`config.mk`:
```
export PLATFORM = sky130hd
export DESIGN_NAME = page_span_allocator
export DESIGN_NICKNAME = d
export VERILOG_FILES = /design/src/rtl/psa_pkg.sv /design/src/rtl/page_span_allocator.sv /design/src/rtl/psa_ctrl.sv /design/src/rtl/psa_dp.sv
export SDC_FILE = /design/constraint.sdc
export NUM_CORES = 2
export LEC_CHECK = 0
export BUFFER_PORTS_ARGS = -buffer_cell sky130_fd_sc_hd__buf_2
export CORE_MARGIN = 3
export CORE_UTILIZATION = 30
export CTS_BUF_LIST = sky130_fd_sc_hd__clkbuf_4
export DETAILED_ROUTE_END_ITERATION = 7
export PLACE_DENSITY = 0.47
export SLEW_MARGIN = 10
export SYNTH_ARGS = -nofsm -noshare
export SYNTH_HDL_FRONTEND = slang
export SYNTH_SLANG_ARGS = --single-unit
```
`constraint.sdc`:
```
create_clock -name clk -period 10.2 [get_ports clk]
set_clock_uncertainty 0.1 [all_clocks]
set_input_delay 1.02 -clock clk [delete_from_list [all_inputs] [get_ports clk]]
set_output_delay 1.02 -clock clk [all_outputs]
set_load 0.1 [all_outputs]
```
`src/rtl/psa_pkg.sv`:
```
`timescale 1ns / 1ps
// ----------------------------------------------------------------------------
// psa_pkg: shared types and codes for the page span allocator
// Request/response payloads, status codes, controller states and the
// command/status structs between controller and datapath.
// ----------------------------------------------------------------------------
package psa_pkg;

	localparam int COUNT_W = 13;
	localparam int ADDR_W  = 12;
	localparam int STAMP_W = 16;

	typedef struct packed {
		logic              kind;
		logic [COUNT_W-1:0] page_count;
		logic [ADDR_W-1:0]  page_addr;
	} req_t;

	typedef struct packed {
		logic [ADDR_W-1:0] start_page;
		logic [1:0]        status;
	} rsp_t;

	localparam logic KIND_ALLOC = 1'b0;

	typedef enum logic [1:0] {
		ST_OK        = 2'd0,
		ST_EXHAUSTED = 2'd1,
		ST_UNKNOWN   = 2'd2,
		ST_FULL      = 2'd3
	} status_t;

	typedef enum logic [3:0] {
		S_IDLE,
		S_A_SCAN,
		S_A_DEC,
		S_A_SPLIT,
		S_F_FIND,
		S_F_CHK,
		S_F_PREV,
		S_F_NEXT,
		S_F_COMMIT,
		S_RESP
	} state_t;

	typedef enum logic [1:0] {
		SCAN_ALLOC,
		SCAN_FIND,
		SCAN_PREV,
		SCAN_NEXT
	} scan_mode_t;

	typedef enum logic [3:0] {
		OP_NONE,
		OP_TAKE,
		OP_SPLIT_NEW,
		OP_SPLIT_OLD,
		OP_BUMP,
		OP_SET_CUR,
		OP_MERGE_PREV,
		OP_MERGE_NEXT,
		OP_COMMIT
	} dp_op_t;

	typedef enum logic [1:0] {
		RES_ZERO,
		RES_HIT,
		RES_BUMP
	} res_src_t;

	typedef struct packed {
		logic       load_req;
		logic       scan_start;
		scan_mode_t scan_mode;
		dp_op_t     op;
		logic       res_load;
		status_t    res_status;
		res_src_t   res_src;
		logic       out_load;
	} dp_cmd_t;

	typedef struct packed {
		logic scan_done;
		logic hit;
		logic hit_free;
		logic split;
		logic empty;
		logic bump_fail;
	} dp_stat_t;

endpackage

```
`src/rtl/page_span_allocator.sv`:
```
`timescale 1ns / 1ps
// ----------------------------------------------------------------------------
// page_span_allocator: best-fit page span allocator with coalescing
// Allocates and frees page spans from a table, falling back to a bump
// pointer bounded by the pool_pages register.
//
//  channel | signals                    | payload
//  --------+----------------------------+-----------------------------
//  req     | req_valid / req_ready      | kind, page_count, page_addr
//  rsp     | rsp_valid / rsp_ready      | start_page, status
//  cfg     | cfg_we                     | cfg_wdata (pool_pages)
//
// Allocate runs one table scan, one entry per cycle through the single
// memory read port, and passes through S_A_SPLIT when a span is split.
// Free runs the lookup, predecessor and successor scans, or the lookup
// scan alone when the address is unknown or already free.
// One request is in flight at a time; a new request is accepted while the
// previous response still waits in the output register. A stalled response
// holds the controller in its last state until the output register drains.
// Reset clears all table entries through their valid flags; no clearing pass.
// ----------------------------------------------------------------------------
module page_span_allocator #(
	parameter int POOL_PAGES_MAX = 4096,
	parameter int TABLE_ENTRIES  = 64
) (
	input  logic                        clk,
	input  logic                        arst_n,
	input  logic                        req_valid,
	output logic                        req_ready,
	input  psa_pkg::req_t               req,
	output logic                        rsp_valid,
	input  logic                        rsp_ready,
	output psa_pkg::rsp_t               rsp,
	input  logic                        cfg_we,
	input  logic [psa_pkg::COUNT_W-1:0] cfg_wdata
);
	import psa_pkg::*;

	dp_cmd_t  cmd;
	dp_stat_t stat;

	psa_ctrl u_ctrl (
		.clk       (clk),
		.arst_n    (arst_n),
		.req_valid (req_valid),
		.req_kind  (req.kind),
		.req_ready (req_ready),
		.rsp_valid (rsp_valid),
		.rsp_ready (rsp_ready),
		.stat      (stat),
		.cmd       (cmd)
	);

	psa_dp #(
		.POOL_PAGES_MAX (POOL_PAGES_MAX),
		.TABLE_ENTRIES  (TABLE_ENTRIES)
	) u_dp (
		.clk       (clk),
		.arst_n    (arst_n),
		.req_in    (req),
		.cfg_we    (cfg_we),
		.cfg_wdata (cfg_wdata),
		.cmd       (cmd),
		.stat      (stat),
		.rsp_out   (rsp)
	);

endmodule

```
`src/rtl/psa_ctrl.sv`:
```
`timescale 1ns / 1ps
// ----------------------------------------------------------------------------
// psa_ctrl: request sequencer
// Walks each request through its table scans and updates, and owns the
// handshakes on both channels.
// ----------------------------------------------------------------------------
module psa_ctrl (
	input  logic               clk,
	input  logic               arst_n,
	input  logic               req_valid,
	input  logic               req_kind,
	output logic               req_ready,
	output logic               rsp_valid,
	input  logic               rsp_ready,
	input  psa_pkg::dp_stat_t  stat,
	output psa_pkg::dp_cmd_t   cmd
);
	import psa_pkg::*;

	state_t state_q, state_d;
	logic   out_valid_q;

	always_ff @(posedge clk or negedge arst_n) begin
		if (!arst_n) begin
			state_q     <= S_IDLE;
			out_valid_q <= 1'b0;
		end else begin
			state_q <= state_d;
			if (cmd.out_load)
				out_valid_q <= 1'b1;
			else if (rsp_ready)
				out_valid_q <= 1'b0;
		end
	end

	assign rsp_valid = out_valid_q;

	always_comb begin
		state_d = state_q;
		unique case (state_q)
			S_IDLE: begin
				if (req_valid)
					state_d = (req_kind == KIND_ALLOC) ? S_A_SCAN : S_F_FIND;
			end
			S_A_SCAN: begin
				if (stat.scan_done)
					state_d = S_A_DEC;
			end
			S_A_DEC: begin
				if (stat.hit && stat.split && stat.empty)
					state_d = S_A_SPLIT;
				else
					state_d = S_RESP;
			end
			S_A_SPLIT: state_d = S_RESP;
			S_F_FIND: begin
				if (stat.scan_done)
					state_d = S_F_CHK;
			end
			S_F_CHK: begin
				if (!stat.hit || stat.hit_free)
					state_d = S_RESP;
				else
					state_d = S_F_PREV;
			end
			S_F_PREV: begin
				if (stat.scan_done)
					state_d = S_F_NEXT;
			end
			S_F_NEXT: begin
				if (stat.scan_done)
					state_d = S_F_COMMIT;
			end
			S_F_COMMIT: state_d = S_RESP;
			S_RESP: begin
				if (!out_valid_q || rsp_ready)
					state_d = S_IDLE;
			end
			default: state_d = S_IDLE;
		endcase
	end

	always_comb begin
		cmd            = '0;
		cmd.scan_mode  = SCAN_ALLOC;
		cmd.op         = OP_NONE;
		cmd.res_status = ST_OK;
		cmd.res_src    = RES_ZERO;
		req_ready      = 1'b0;
		unique case (state_q)
			S_IDLE: begin
				req_ready = 1'b1;
				if (req_valid) begin
					cmd.load_req   = 1'b1;
					cmd.scan_start = 1'b1;
					cmd.scan_mode  = (req_kind == KIND_ALLOC) ? SCAN_ALLOC : SCAN_FIND;
				end
			end
			S_A_DEC: begin
				cmd.res_load = 1'b1;
				if (stat.hit) begin
					if (!stat.split) begin
						cmd.op      = OP_TAKE;
						cmd.res_src = RES_HIT;
					end else if (stat.empty) begin
						cmd.op       = OP_SPLIT_NEW;
						cmd.res_load = 1'b0;
					end else begin
						cmd.res_status = ST_FULL;
					end
				end else if (stat.bump_fail) begin
					cmd.res_status = ST_EXHAUSTED;
				end else if (!stat.empty) begin
					cmd.res_status = ST_FULL;
				end else begin
					cmd.op      = OP_BUMP;
					cmd.res_src = RES_BUMP;
				end
			end
			S_A_SPLIT: begin
				cmd.op       = OP_SPLIT_OLD;
				cmd.res_load = 1'b1;
				cmd.res_src  = RES_HIT;
			end
			S_F_CHK: begin
				if (!stat.hit || stat.hit_free) begin
					cmd.res_load   = 1'b1;
					cmd.res_status = ST_UNKNOWN;
				end else begin
					cmd.op         = OP_SET_CUR;
					cmd.scan_start = 1'b1;
					cmd.scan_mode  = SCAN_PREV;
				end
			end
			S_F_PREV: begin
				if (stat.scan_done) begin
					cmd.op         = OP_MERGE_PREV;
					cmd.scan_start = 1'b1;
					cmd.scan_mode  = SCAN_NEXT;
				end
			end
			S_F_NEXT: begin
				if (stat.scan_done)
					cmd.op = OP_MERGE_NEXT;
			end
			S_F_COMMIT: begin
				cmd.op       = OP_COMMIT;
				cmd.res_load = 1'b1;
			end
			S_RESP: begin
				if (!out_valid_q || rsp_ready)
					cmd.out_load = 1'b1;
			end
			S_A_SCAN, S_F_FIND: ;
			default: ;
		endcase
	end

	assert property (@(posedge clk) disable iff (!arst_n)
		cmd.out_load |=> rsp_valid)
		else $error("result load did not raise valid");

	assert property (@(posedge clk) disable iff (!arst_n)
		(rsp_valid && !rsp_ready && state_q == S_RESP) |=> !$past(cmd.out_load))
		else $error("pending result overwritten");

	assert property (@(posedge clk) disable iff (!arst_n)
		cmd.load_req |-> cmd.scan_start)
		else $error("request latched without a scan");

endmodule

```
`src/rtl/psa_dp.sv`:
```
`timescale 1ns / 1ps
// ----------------------------------------------------------------------------
// psa_dp: span table datapath
// Span table memory with valid/free flags, one-entry-per-cycle scan engine,
// bump pointer, free stamp and the result register.
// ----------------------------------------------------------------------------
module psa_dp #(
	parameter int POOL_PAGES_MAX = 4096,
	parameter int TABLE_ENTRIES  = 64
) (
	input  logic                          clk,
	input  logic                          arst_n,
	input  psa_pkg::req_t                 req_in,
	input  logic                          cfg_we,
	input  logic [psa_pkg::COUNT_W-1:0]   cfg_wdata,
	input  psa_pkg::dp_cmd_t              cmd,
	output psa_pkg::dp_stat_t             stat,
	output psa_pkg::rsp_t                 rsp_out
);
	import psa_pkg::*;

	localparam int CW   = $clog2(POOL_PAGES_MAX + 1);
	localparam int LW   = (CW > COUNT_W) ? CW : COUNT_W;
	localparam int XW   = ((CW > ADDR_W) ? CW : ADDR_W) + 1;
	localparam int IW   = $clog2(TABLE_ENTRIES);
	localparam logic [IW-1:0] LAST_IDX = IW'(TABLE_ENTRIES - 1);
	localparam logic [COUNT_W-1:0] POOL_RESET = COUNT_W'(4096);

	typedef struct packed {
		logic [CW-1:0]      start;
		logic [CW-1:0]      pages;
		logic [STAMP_W-1:0] stamp;
	} entry_t;

	entry_t mem [TABLE_ENTRIES];
	entry_t rd_s1;
	logic [TABLE_ENTRIES-1:0] valid_q, free_q;

	logic [LW-1:0]      req_q;
	logic [ADDR_W-1:0]  addr_q;
	logic [COUNT_W-1:0] pool_q;
	logic [CW-1:0]      bump_q;
	logic [STAMP_W-1:0] stamp_q;

	logic       scan_busy_q, ev_v_s1, ev_last_s1, scan_done_q;
	scan_mode_t mode_q;
	logic [IW-1:0] ptr_q, ev_idx_s1;

	logic               hit_q, hit_free_q, emp_q;
	logic [IW-1:0]      hit_idx_q, emp_idx_q, cur_idx_q;
	logic [CW-1:0]      hit_start_q, hit_pages_q, cur_start_q, cur_pages_q;
	logic [STAMP_W-1:0] hit_stamp_q;

	logic [ADDR_W-1:0] res_start_q;
	status_t           res_status_q;
	rsp_t              out_q;

	// scan evaluation
	logic               ev_vld, ev_free, not_cur, fits, match;
	logic [CW:0]        ev_end, cur_end;
	logic [STAMP_W-1:0] ev_age, hit_age;
	logic [LW-1:0]      limit;

	always_comb begin
		ev_vld  = valid_q[ev_idx_s1];
		ev_free = free_q[ev_idx_s1];
		not_cur = ev_idx_s1 != cur_idx_q;
		ev_end  = {1'b0, rd_s1.start} + {1'b0, rd_s1.pages};
		cur_end = {1'b0, cur_start_q} + {1'b0, cur_pages_q};
		ev_age  = stamp_q - rd_s1.stamp;
		hit_age = stamp_q - hit_stamp_q;
		fits    = LW'(rd_s1.pages) >= req_q;
		case (mode_q)
			SCAN_ALLOC: match = ev_vld && ev_free && fits &&
				(!hit_q || rd_s1.pages < hit_pages_q ||
				 (rd_s1.pages == hit_pages_q && ev_age < hit_age));
			SCAN_FIND:  match = ev_vld && !hit_q && XW'(rd_s1.start) == XW'(addr_q);
			SCAN_PREV:  match = ev_vld && ev_free && not_cur && !hit_q &&
				XW'(ev_end) == XW'(addr_q);
			SCAN_NEXT:  match = ev_vld && ev_free && not_cur && !hit_q &&
				{1'b0, rd_s1.start} == cur_end;
			default:    match = 1'b0;
		endcase
	end

	assign limit = (LW'(pool_q) > LW'(POOL_PAGES_MAX)) ? LW'(POOL_PAGES_MAX) : LW'(pool_q);

	assign stat.scan_done = scan_done_q;
	assign stat.hit       = hit_q;
	assign stat.hit_free  = hit_free_q;
	assign stat.split     = LW'(hit_pages_q) > req_q;
	assign stat.empty     = emp_q;
	assign stat.bump_fail = ((LW+1)'(bump_q) + (LW+1)'(req_q)) > (LW+1)'(limit);

	assign rsp_out = out_q;

	// memory write port
	logic          mem_we;
	logic [IW-1:0] mem_wa;
	entry_t        mem_wd;

	always_comb begin
		mem_we = 1'b0;
		mem_wa = hit_idx_q;
		mem_wd = '{start: hit_start_q, pages: CW'(req_q), stamp: hit_stamp_q};
		case (cmd.op)
			OP_SPLIT_NEW: begin
				mem_we = 1'b1;
				mem_wa = emp_idx_q;
				mem_wd = '{start: hit_start_q + CW'(req_q),
					pages: hit_pages_q - CW'(req_q), stamp: stamp_q};
			end
			OP_SPLIT_OLD: mem_we = 1'b1;
			OP_BUMP: begin
				mem_we = 1'b1;
				mem_wa = emp_idx_q;
				mem_wd = '{start: bump_q, pages: CW'(req_q), stamp: '0};
			end
			OP_COMMIT: begin
				mem_we = 1'b1;
				mem_wa = cur_idx_q;
				mem_wd = '{start: cur_start_q, pages: cur_pages_q, stamp: stamp_q};
			end
			default: ;
		endcase
	end

	always_ff @(posedge clk) begin
		if (mem_we)
			mem[mem_wa] <= mem_wd;
		rd_s1 <= mem[ptr_q];
	end

	// control state
	always_ff @(posedge clk or negedge arst_n) begin
		if (!arst_n) begin
			valid_q     <= '0;
			free_q      <= '0;
			pool_q      <= POOL_RESET;
			bump_q      <= '0;
			stamp_q     <= '0;
			scan_busy_q <= 1'b0;
			ev_v_s1     <= 1'b0;
			ev_last_s1  <= 1'b0;
			scan_done_q <= 1'b0;
			hit_q       <= 1'b0;
			emp_q       <= 1'b0;
			ptr_q       <= '0;
			mode_q      <= SCAN_ALLOC;
		end else begin
			if (cfg_we)
				pool_q <= cfg_wdata;

			ev_v_s1     <= scan_busy_q;
			ev_last_s1  <= scan_busy_q && ptr_q == LAST_IDX;
			scan_done_q <= ev_v_s1 && ev_last_s1;
			if (cmd.scan_start) begin
				scan_busy_q <= 1'b1;
				ptr_q       <= '0;
				mode_q      <= cmd.scan_mode;
				hit_q       <= 1'b0;
				emp_q       <= 1'b0;
			end else if (scan_busy_q) begin
				ptr_q <= ptr_q + 1'b1;
				if (ptr_q == LAST_IDX)
					scan_busy_q <= 1'b0;
			end
			if (ev_v_s1 && match)
				hit_q <= 1'b1;
			if (ev_v_s1 && !ev_vld && !emp_q)
				emp_q <= 1'b1;

			case (cmd.op)
				OP_TAKE, OP_SPLIT_OLD: free_q[hit_idx_q] <= 1'b0;
				OP_SPLIT_NEW: begin
					valid_q[emp_idx_q] <= 1'b1;
					free_q[emp_idx_q]  <= 1'b1;
					stamp_q            <= stamp_q + 1'b1;
				end
				OP_BUMP: begin
					valid_q[emp_idx_q] <= 1'b1;
					free_q[emp_idx_q]  <= 1'b0;
					bump_q             <= bump_q + CW'(req_q);
				end
				OP_MERGE_PREV: begin
					if (hit_q)
						valid_q[cur_idx_q] <= 1'b0;
				end
				OP_MERGE_NEXT: begin
					if (hit_q)
						valid_q[hit_idx_q] <= 1'b0;
				end
				OP_COMMIT: begin
					free_q[cur_idx_q] <= 1'b1;
					stamp_q           <= stamp_q + 1'b1;
				end
				default: ;
			endcase
		end
	end

	// payload registers
	always_ff @(posedge clk) begin
		ev_idx_s1 <= ptr_q;
		if (cmd.load_req) begin
			req_q  <= (req_in.page_count == '0) ? LW'(1) : LW'(req_in.page_count);
			addr_q <= req_in.page_addr;
		end
		if (ev_v_s1 && match) begin
			hit_idx_q   <= ev_idx_s1;
			hit_start_q <= rd_s1.start;
			hit_pages_q <= rd_s1.pages;
			hit_stamp_q <= rd_s1.stamp;
			hit_free_q  <= ev_free;
		end
		if (ev_v_s1 && !ev_vld && !emp_q)
			emp_idx_q <= ev_idx_s1;

		case (cmd.op)
			OP_SET_CUR: begin
				cur_idx_q   <= hit_idx_q;
				cur_start_q <= hit_start_q;
				cur_pages_q <= hit_pages_q;
			end
			OP_MERGE_PREV: begin
				if (hit_q) begin
					cur_idx_q   <= hit_idx_q;
					cur_start_q <= hit_start_q;
					cur_pages_q <= hit_pages_q + cur_pages_q;
				end
			end
			OP_MERGE_NEXT: begin
				if (hit_q)
					cur_pages_q <= cur_pages_q + hit_pages_q;
			end
			default: ;
		endcase

		if (cmd.res_load) begin
			res_status_q <= cmd.res_status;
			case (cmd.res_src)
				RES_HIT:  res_start_q <= ADDR_W'(hit_start_q);
				RES_BUMP: res_start_q <= ADDR_W'(bump_q);
				default:  res_start_q <= '0;
			endcase
		end
		if (cmd.out_load)
			out_q <= '{start_page: res_start_q, status: res_status_q};
	end

	assert property (@(posedge clk) disable iff (!arst_n)
		cmd.scan_start |-> !scan_busy_q)
		else $error("scan restarted while running");

	assert property (@(posedge clk) disable iff (!arst_n)
		mem_we |-> !scan_busy_q && !ev_v_s1)
		else $error("table written during a scan");

	assert property (@(posedge clk) disable iff (!arst_n)
		bump_q <= CW'(POOL_PAGES_MAX))
		else $error("bump pointer beyond pool");

	assert property (@(posedge clk) disable iff (!arst_n)
		!$stable(stamp_q) |-> ($past(cmd.op) == OP_SPLIT_NEW || $past(cmd.op) == OP_COMMIT))
		else $error("free stamp moved without a free entry");

endmodule
```
Word-level counts from Yosys, hierarchy flattened
Memory sizes are Yosys's and may differ from the RTL's. A register that Yosys moved wholly into a read port is not among the register bits.
Cells that the tools add are included.
{"block": "totals", "reg_bits": 335, "mem_bits_rw": 2688, "out_inout_bits": 16, "elab_cells": 228, "mem_count": 1}
{"memory": "u_dp.mem", "depth": 64, "width": 42, "read_ports": 1, "rd_ports_with_merged_regs": 1, "write_ports": 1, "line": "psa_dp.sv:35", "rtl": "entry_t mem [TABLE_ENTRIES];"}
{"block": "op_classes", "add_sub_neg": 11, "n_lt_le_gt_ge": 13, "eq_ne": 37, "muxes": 76, "n_bitwise": 10, "reduce_logical": 49}
{"op": "$and 64x64->64", "count": 4}
{"op": "$pmux 64 s4", "count": 1}
{"op": "$not 64->64", "count": 3}
{"op": "$or 64x64->64", "count": 3}
{"op": "$pmux 64 s3", "count": 1}
{"op": "$mux 64", "count": 2}
{"op": "$pmux 42 s3", "count": 1}
{"op": "$pmux 13 s2", "count": 2}
{"op": "$mux 4", "count": 12}
{"op": "$add 13x13->14", "count": 3}
{"op": "$add 13x13->13", "count": 3}
{"op": "$mux 13", "count": 3}
{"op": "$pmux 4 s9", "count": 1}
{"op": "$eq 4x3->1 const B", "count": 8}
{"op": "$sub 16x16->16", "count": 2}
{"op": "$lt 6x7->1 const B", "count": 4}
{"op": "$pmux 12 s2", "count": 1}
{"op": "$pmux 4 s6", "count": 1}
{"op": "$pmux 6 s2", "count": 2}
{"op": "$mux 1", "count": 23}
{"op": "$logic_and 1x1->1", "count": 20}
{"op": "$demux 1 s6", "count": 3}
{"op": "$ge 6x1->1 const B", "count": 3}
{"op": "$mux 3", "count": 6}
{"op": "other kinds (43)", "count": 84}

Depth between registers and ports, before layout
{"block": "depth", "depth_word": 11, "depth_mapped": 23, "ltp_nobuf": 21}

Cells and area by module
A second synthesis with hierarchy kept.
{"block": "unflattened", "cells_unflattened": 6506, "area_unflattened_um2": 126453.8}
{"mod": "psa_dp", "instances": 1, "cells_each": 6425, "area_per_inst_um2": 125796.9}
{"mod": "psa_ctrl", "instances": 1, "cells_each": 81, "area_per_inst_um2": 656.9}

Worst setup path after synthesis
OpenSTA, ideal clock, no wires.
{"block": "synth_path", "path_kind": "reg-to-reg", "from": "register u_dp.req_q[0]", "to": "memory u_dp.mem[33][0] in the netlist's numbering (enable)", "setup_ps": 546, "arrival_time_ps": 8054, "required_ps": 9554, "slack_ps": 1500, "stages_incl_launch_ff": 21, "path_buffers": 0, "period_less_slack_ps": 8700, "path_cell_list": "edfxtp_1 ha_1 inv_1 fa_1 nor2b_1 o21ai_0 nand2b_1 a21oi_1 o21bai_1 a31oi_1 a21oi_1 xor2_1 ha_1 nand3_1 a2111oi_2 a2111oi_4 o21a_1 o21ai_4 a311oi_4 nand4_4 nor4_1"}
{"block": "synth_via", "elab_chain_cells": 10, "word_cells_on_any_way": 17, "classes_between": "add/sub (1); order compare (2); eq/ne (4); mux (8); reduce/logical (2)"}
{"item": "from (decl)", "line": "psa_dp.sv:39", "rtl": "logic [LW-1:0] req_q;"}
{"item": "from (signal assigned)", "line": "psa_dp.sv:206", "rtl": "req_q <= (req_in.page_count == '0) ? LW'(1) : LW'(req_in.page_count);"}
{"item": "$add 13x13->14", "line": "psa_dp.sv:93", "rtl": "assign stat.bump_fail = ((LW+1)'(bump_q) + (LW+1)'(req_q)) > (LW+1)'(limit);"}
{"item": "$gt 14x13->1", "line": "psa_dp.sv:93"}
{"item": "$mux 4", "line": "psa_ctrl.sv:111", "rtl": "end else if (stat.bump_fail) begin"}
{"item": "$mux 4 *", "line": "psa_ctrl.sv:101", "rtl": "if (stat.hit) begin"}
{"item": "$pmux 4 s6 *", "line": "psa_ctrl.sv:90", "rtl": "unique case (state_q)"}
{"item": "$eq 4x2->1, or another cell as far along", "line": "psa_dp.sv:106", "rtl": "case (cmd.op)"}
{"item": "$reduce_or 4->1 (no source line)"}
{"item": "$mux 1", "line": "psa_dp.sv:106"}
{"item": "$mux 1", "line": "psa_dp.sv:129", "rtl": "if (mem_we)"}
{"item": "$mux 1 (implied by the code)", "line": "psa_dp.sv:130", "rtl": "mem[mem_wa] <= mem_wd;"}
{"item": "to (decl)", "line": "psa_dp.sv:35"}
Every way passes the cells marked *; elsewhere a longest branch is shown, timed or not.

Final worst setup path
{"block": "layout_path", "from": "register u_dp.req_q[0]", "to": "memory u_dp.mem[24][33] in the netlist's numbering (enable)"}
The elaborated chain is that of the path after synthesis.

==> reports/metrics.cfg <==
[placed_design]
dp_slack_ps=1640
gp_routability_congestion=0.8490
dpl.hpwl_um=235000
placed_cells=11710
place_area_um2=134200
io_buffers=59

[pwr]
p_total_mw=38.28
irDropWorstVdd_v=0.0001983
power_density_nw_per_um2=264.2
internal-power_mw=25.16
p_sw_frac=0.3427
pwr-share-comb=0.319
p_sw_mw=13.12
p_leak_nw=46.58
share_seq_of_total_power=0.408
clkPwrFrac=0.274

[logic_synthesis]
synth_edf_count=2828
synth_top_family_by_area=multiplexers
yosysSeqAreaShare=0.7207
ys_ff_latch=3065
yosys.area_share.simple=0.02984
syn_nets=6525
synth_area_leaders=edfxtp_1 68%, mux4_2 16%, dfrtp_1 3.7%
synth-xor-area-share=0.01008
synth_area_um2=125700
async_flop_share=0.06166
ys.flop_type=edfxtp_1
synth_mux_area_frac=0.1669
ys_warn_count=0
yosysTopAreaCellShare=0.6754
synth_compound_area_frac=0.04096
syn_inst=6309
avgSynthCellArea_um2=19.93
synth.distinct_cells=95
synth_fa_ha_area_frac=0.01759
synth_top_area_cell=edfxtp_1

[detailed_routing]
via_per_inst=5.195
drt-met1-wl_um=166100
route.met3.wl_um=25960
dr.pass1.iters=7
drt-wirelength-per-cell_um=28.68
wl_met2_um=175400
drt_iter0_drc=7067
wl_um=376600
vias=68214
drc=0
drt.antenna.violating_nets=0
topRoutingLayerUsed=met5

[timing]
rsz0062_at_grt=no
finalSetupViolations=0
layout_setup_ws_ps=1970
slew-limit-headroom=0.09492
period_needed_ps=8230
fmax_mhz=121.5
final-max-slew-violation-count=0
holdWs_ps=244.6
hold_violations=0
worst_slew_pin_slew_ps=1352
post-route-period-util=0.8069
setup_tns_ps=0

[setup_path]
critical_path_class=flop to flop
crit_arrival_ps=9250
crit_fanout=52
cp-end-kind=flop
startpoint_type=flop
worst-endpoint-required_ps=11220

[grt]
grt_util_all_layers=0.1738
grt-ovfl-total=0
grt_pass1_wl_um=534800
antenna_found_initial=40
grt_max_degree=121
grt_pass1_vias=70030

[finish]
finish.utilization=0.3475
layout_commonest_cell=edfxtp_1
syn_to_final_growth_pct=15.24
layout-drive-gt1-share=0.3383
finalInstanceArea_um2=144900
fin_nets=7289
layout_common_cells=2828 x edfxtp_1, 1151 x clkbuf_4, 918 x mux4_2
fin_cells=13131

[die]
rows=237
start_util=0.3016
dieHeight_um=653.4
die_w_um=653.4
ioPinCount=60
core_area_um2=416900
die_area_um2=426900

[clocking]
clk_latency_ps=1530
cts_resized=0
cts.sinks=3065
clk_pin_slew_worst_paths_ps=60
cts_max_level=6
cts_setup_buffers=0
ctsHoldBuffers=75
clockBufferDepth=4
cts_root_buffer=clkbuf_4
cts_buffers=783
cts_tree=built

[outcome]
status=finished, final reports clean

[hold_path]
hold_path_class=input pin to flop

[job]
drv_cap=0

## cell usage after synthesis (all sizes together), types with 24 or more instances
| cell type | instances |
|---|---|
| edfxtp | 2828 |
| nand2 | 241 |
| xnor2 | 84 |
| o32a | 24 |
| a21oi | 150 |
| o31ai | 28 |
| dfrtp | 188 |
| inv | 108 |
| xor2 | 58 |
| buf | 103 |
| nor2 | 219 |
| nor3 | 76 |
| ha | 164 |
| dfxtp | 48 |
| a31oi | 64 |
| clkbuf | 245 |
| o221ai | 128 |
| nand3 | 70 |
| a21o | 36 |
| o21ai | 139 |
| mux4 | 918 |
## power groups by stage
stage	Clock [mW]	Combinational, mW	Sequential (mW)
after detailed placement	0	12.3	15.9
after floorplan	0	7.49	15.5
final	10.5	12.2	15.6
after global routing	11.5	13.0	15.6
after CTS	10.9	12.4	15.6
after global placement	0	12.3	15.9
## registers in the layout (all words and copies together), names as in the netlist, 14 cells and up
signal / count
u_dp.mem: 2688
u_dp.rd_s1: 42
u_dp.stamp_q: 16
u_dp.free_q: 64
u_dp.rsp_out: 14
u_dp.hit_stamp_q: 16
u_dp.valid_q: 64
## final cells by class
type,count,area [µm²]
inverters,108,405.4
well taps,5497,6878
clock buffers,1151,8641
fillers,39225,272000
multi-input cells,2788,34470
diodes,13,32.53
flip-flops and latches,3065,90640
repair buffers,327,2634
clock inverters,182,1195
## layer usage
metal  vias up  GRT usage
met4        12    0.04827
met2      2667     0.2719
li1      28471          -
met1     36453     0.2448
met3       611    0.03639
met5         -          0
## kinds of logic after synthesis
group,after synthesis
xor+xnor,143
mux,946
fa+ha+maj,172
flops,3065
buf+inv,456
compound gates,732
simple gates,795
## worst max-delay path, stage by stage, from the launching register on
cell,delay (ps)
edfxtp_1,460
ha_1,240
inv_1,70
fa_1,400
nor2b_1,130
o21ai_0,80
nand2b_1,140
a21oi_1,100
o21bai_1,260
a31oi_1,170
a21oi_1,190
xor2_1,120
ha_1,350
nand3_1,150
nor4_1,730
o21a_1,380
o21ai_4,230
buf_4,380
a211oi_2,740
nand2_1,840
nor2_4,1070
buf_4,440
## final timing paths
kind                                      from               end  slack, ps  depth (start not counted)
max                              u_dp.req_q[0]  u_dp.mem[24][33]       1970                         21
min                                    req[24]    u_dp.req_q[12]        240                          2
max reg2reg                      u_dp.req_q[0]  u_dp.mem[24][33]       1970                         21
min reg2reg                u_dp.res_start_q[4]   u_dp.rsp_out[6]        310                          0
max in group asynchronous               arst_n  u_dp.valid_q[22]       8410                          4
min in group asynchronous               arst_n   u_dp.pool_q[12]        570                          3
(Power assumes the default switching activity.)
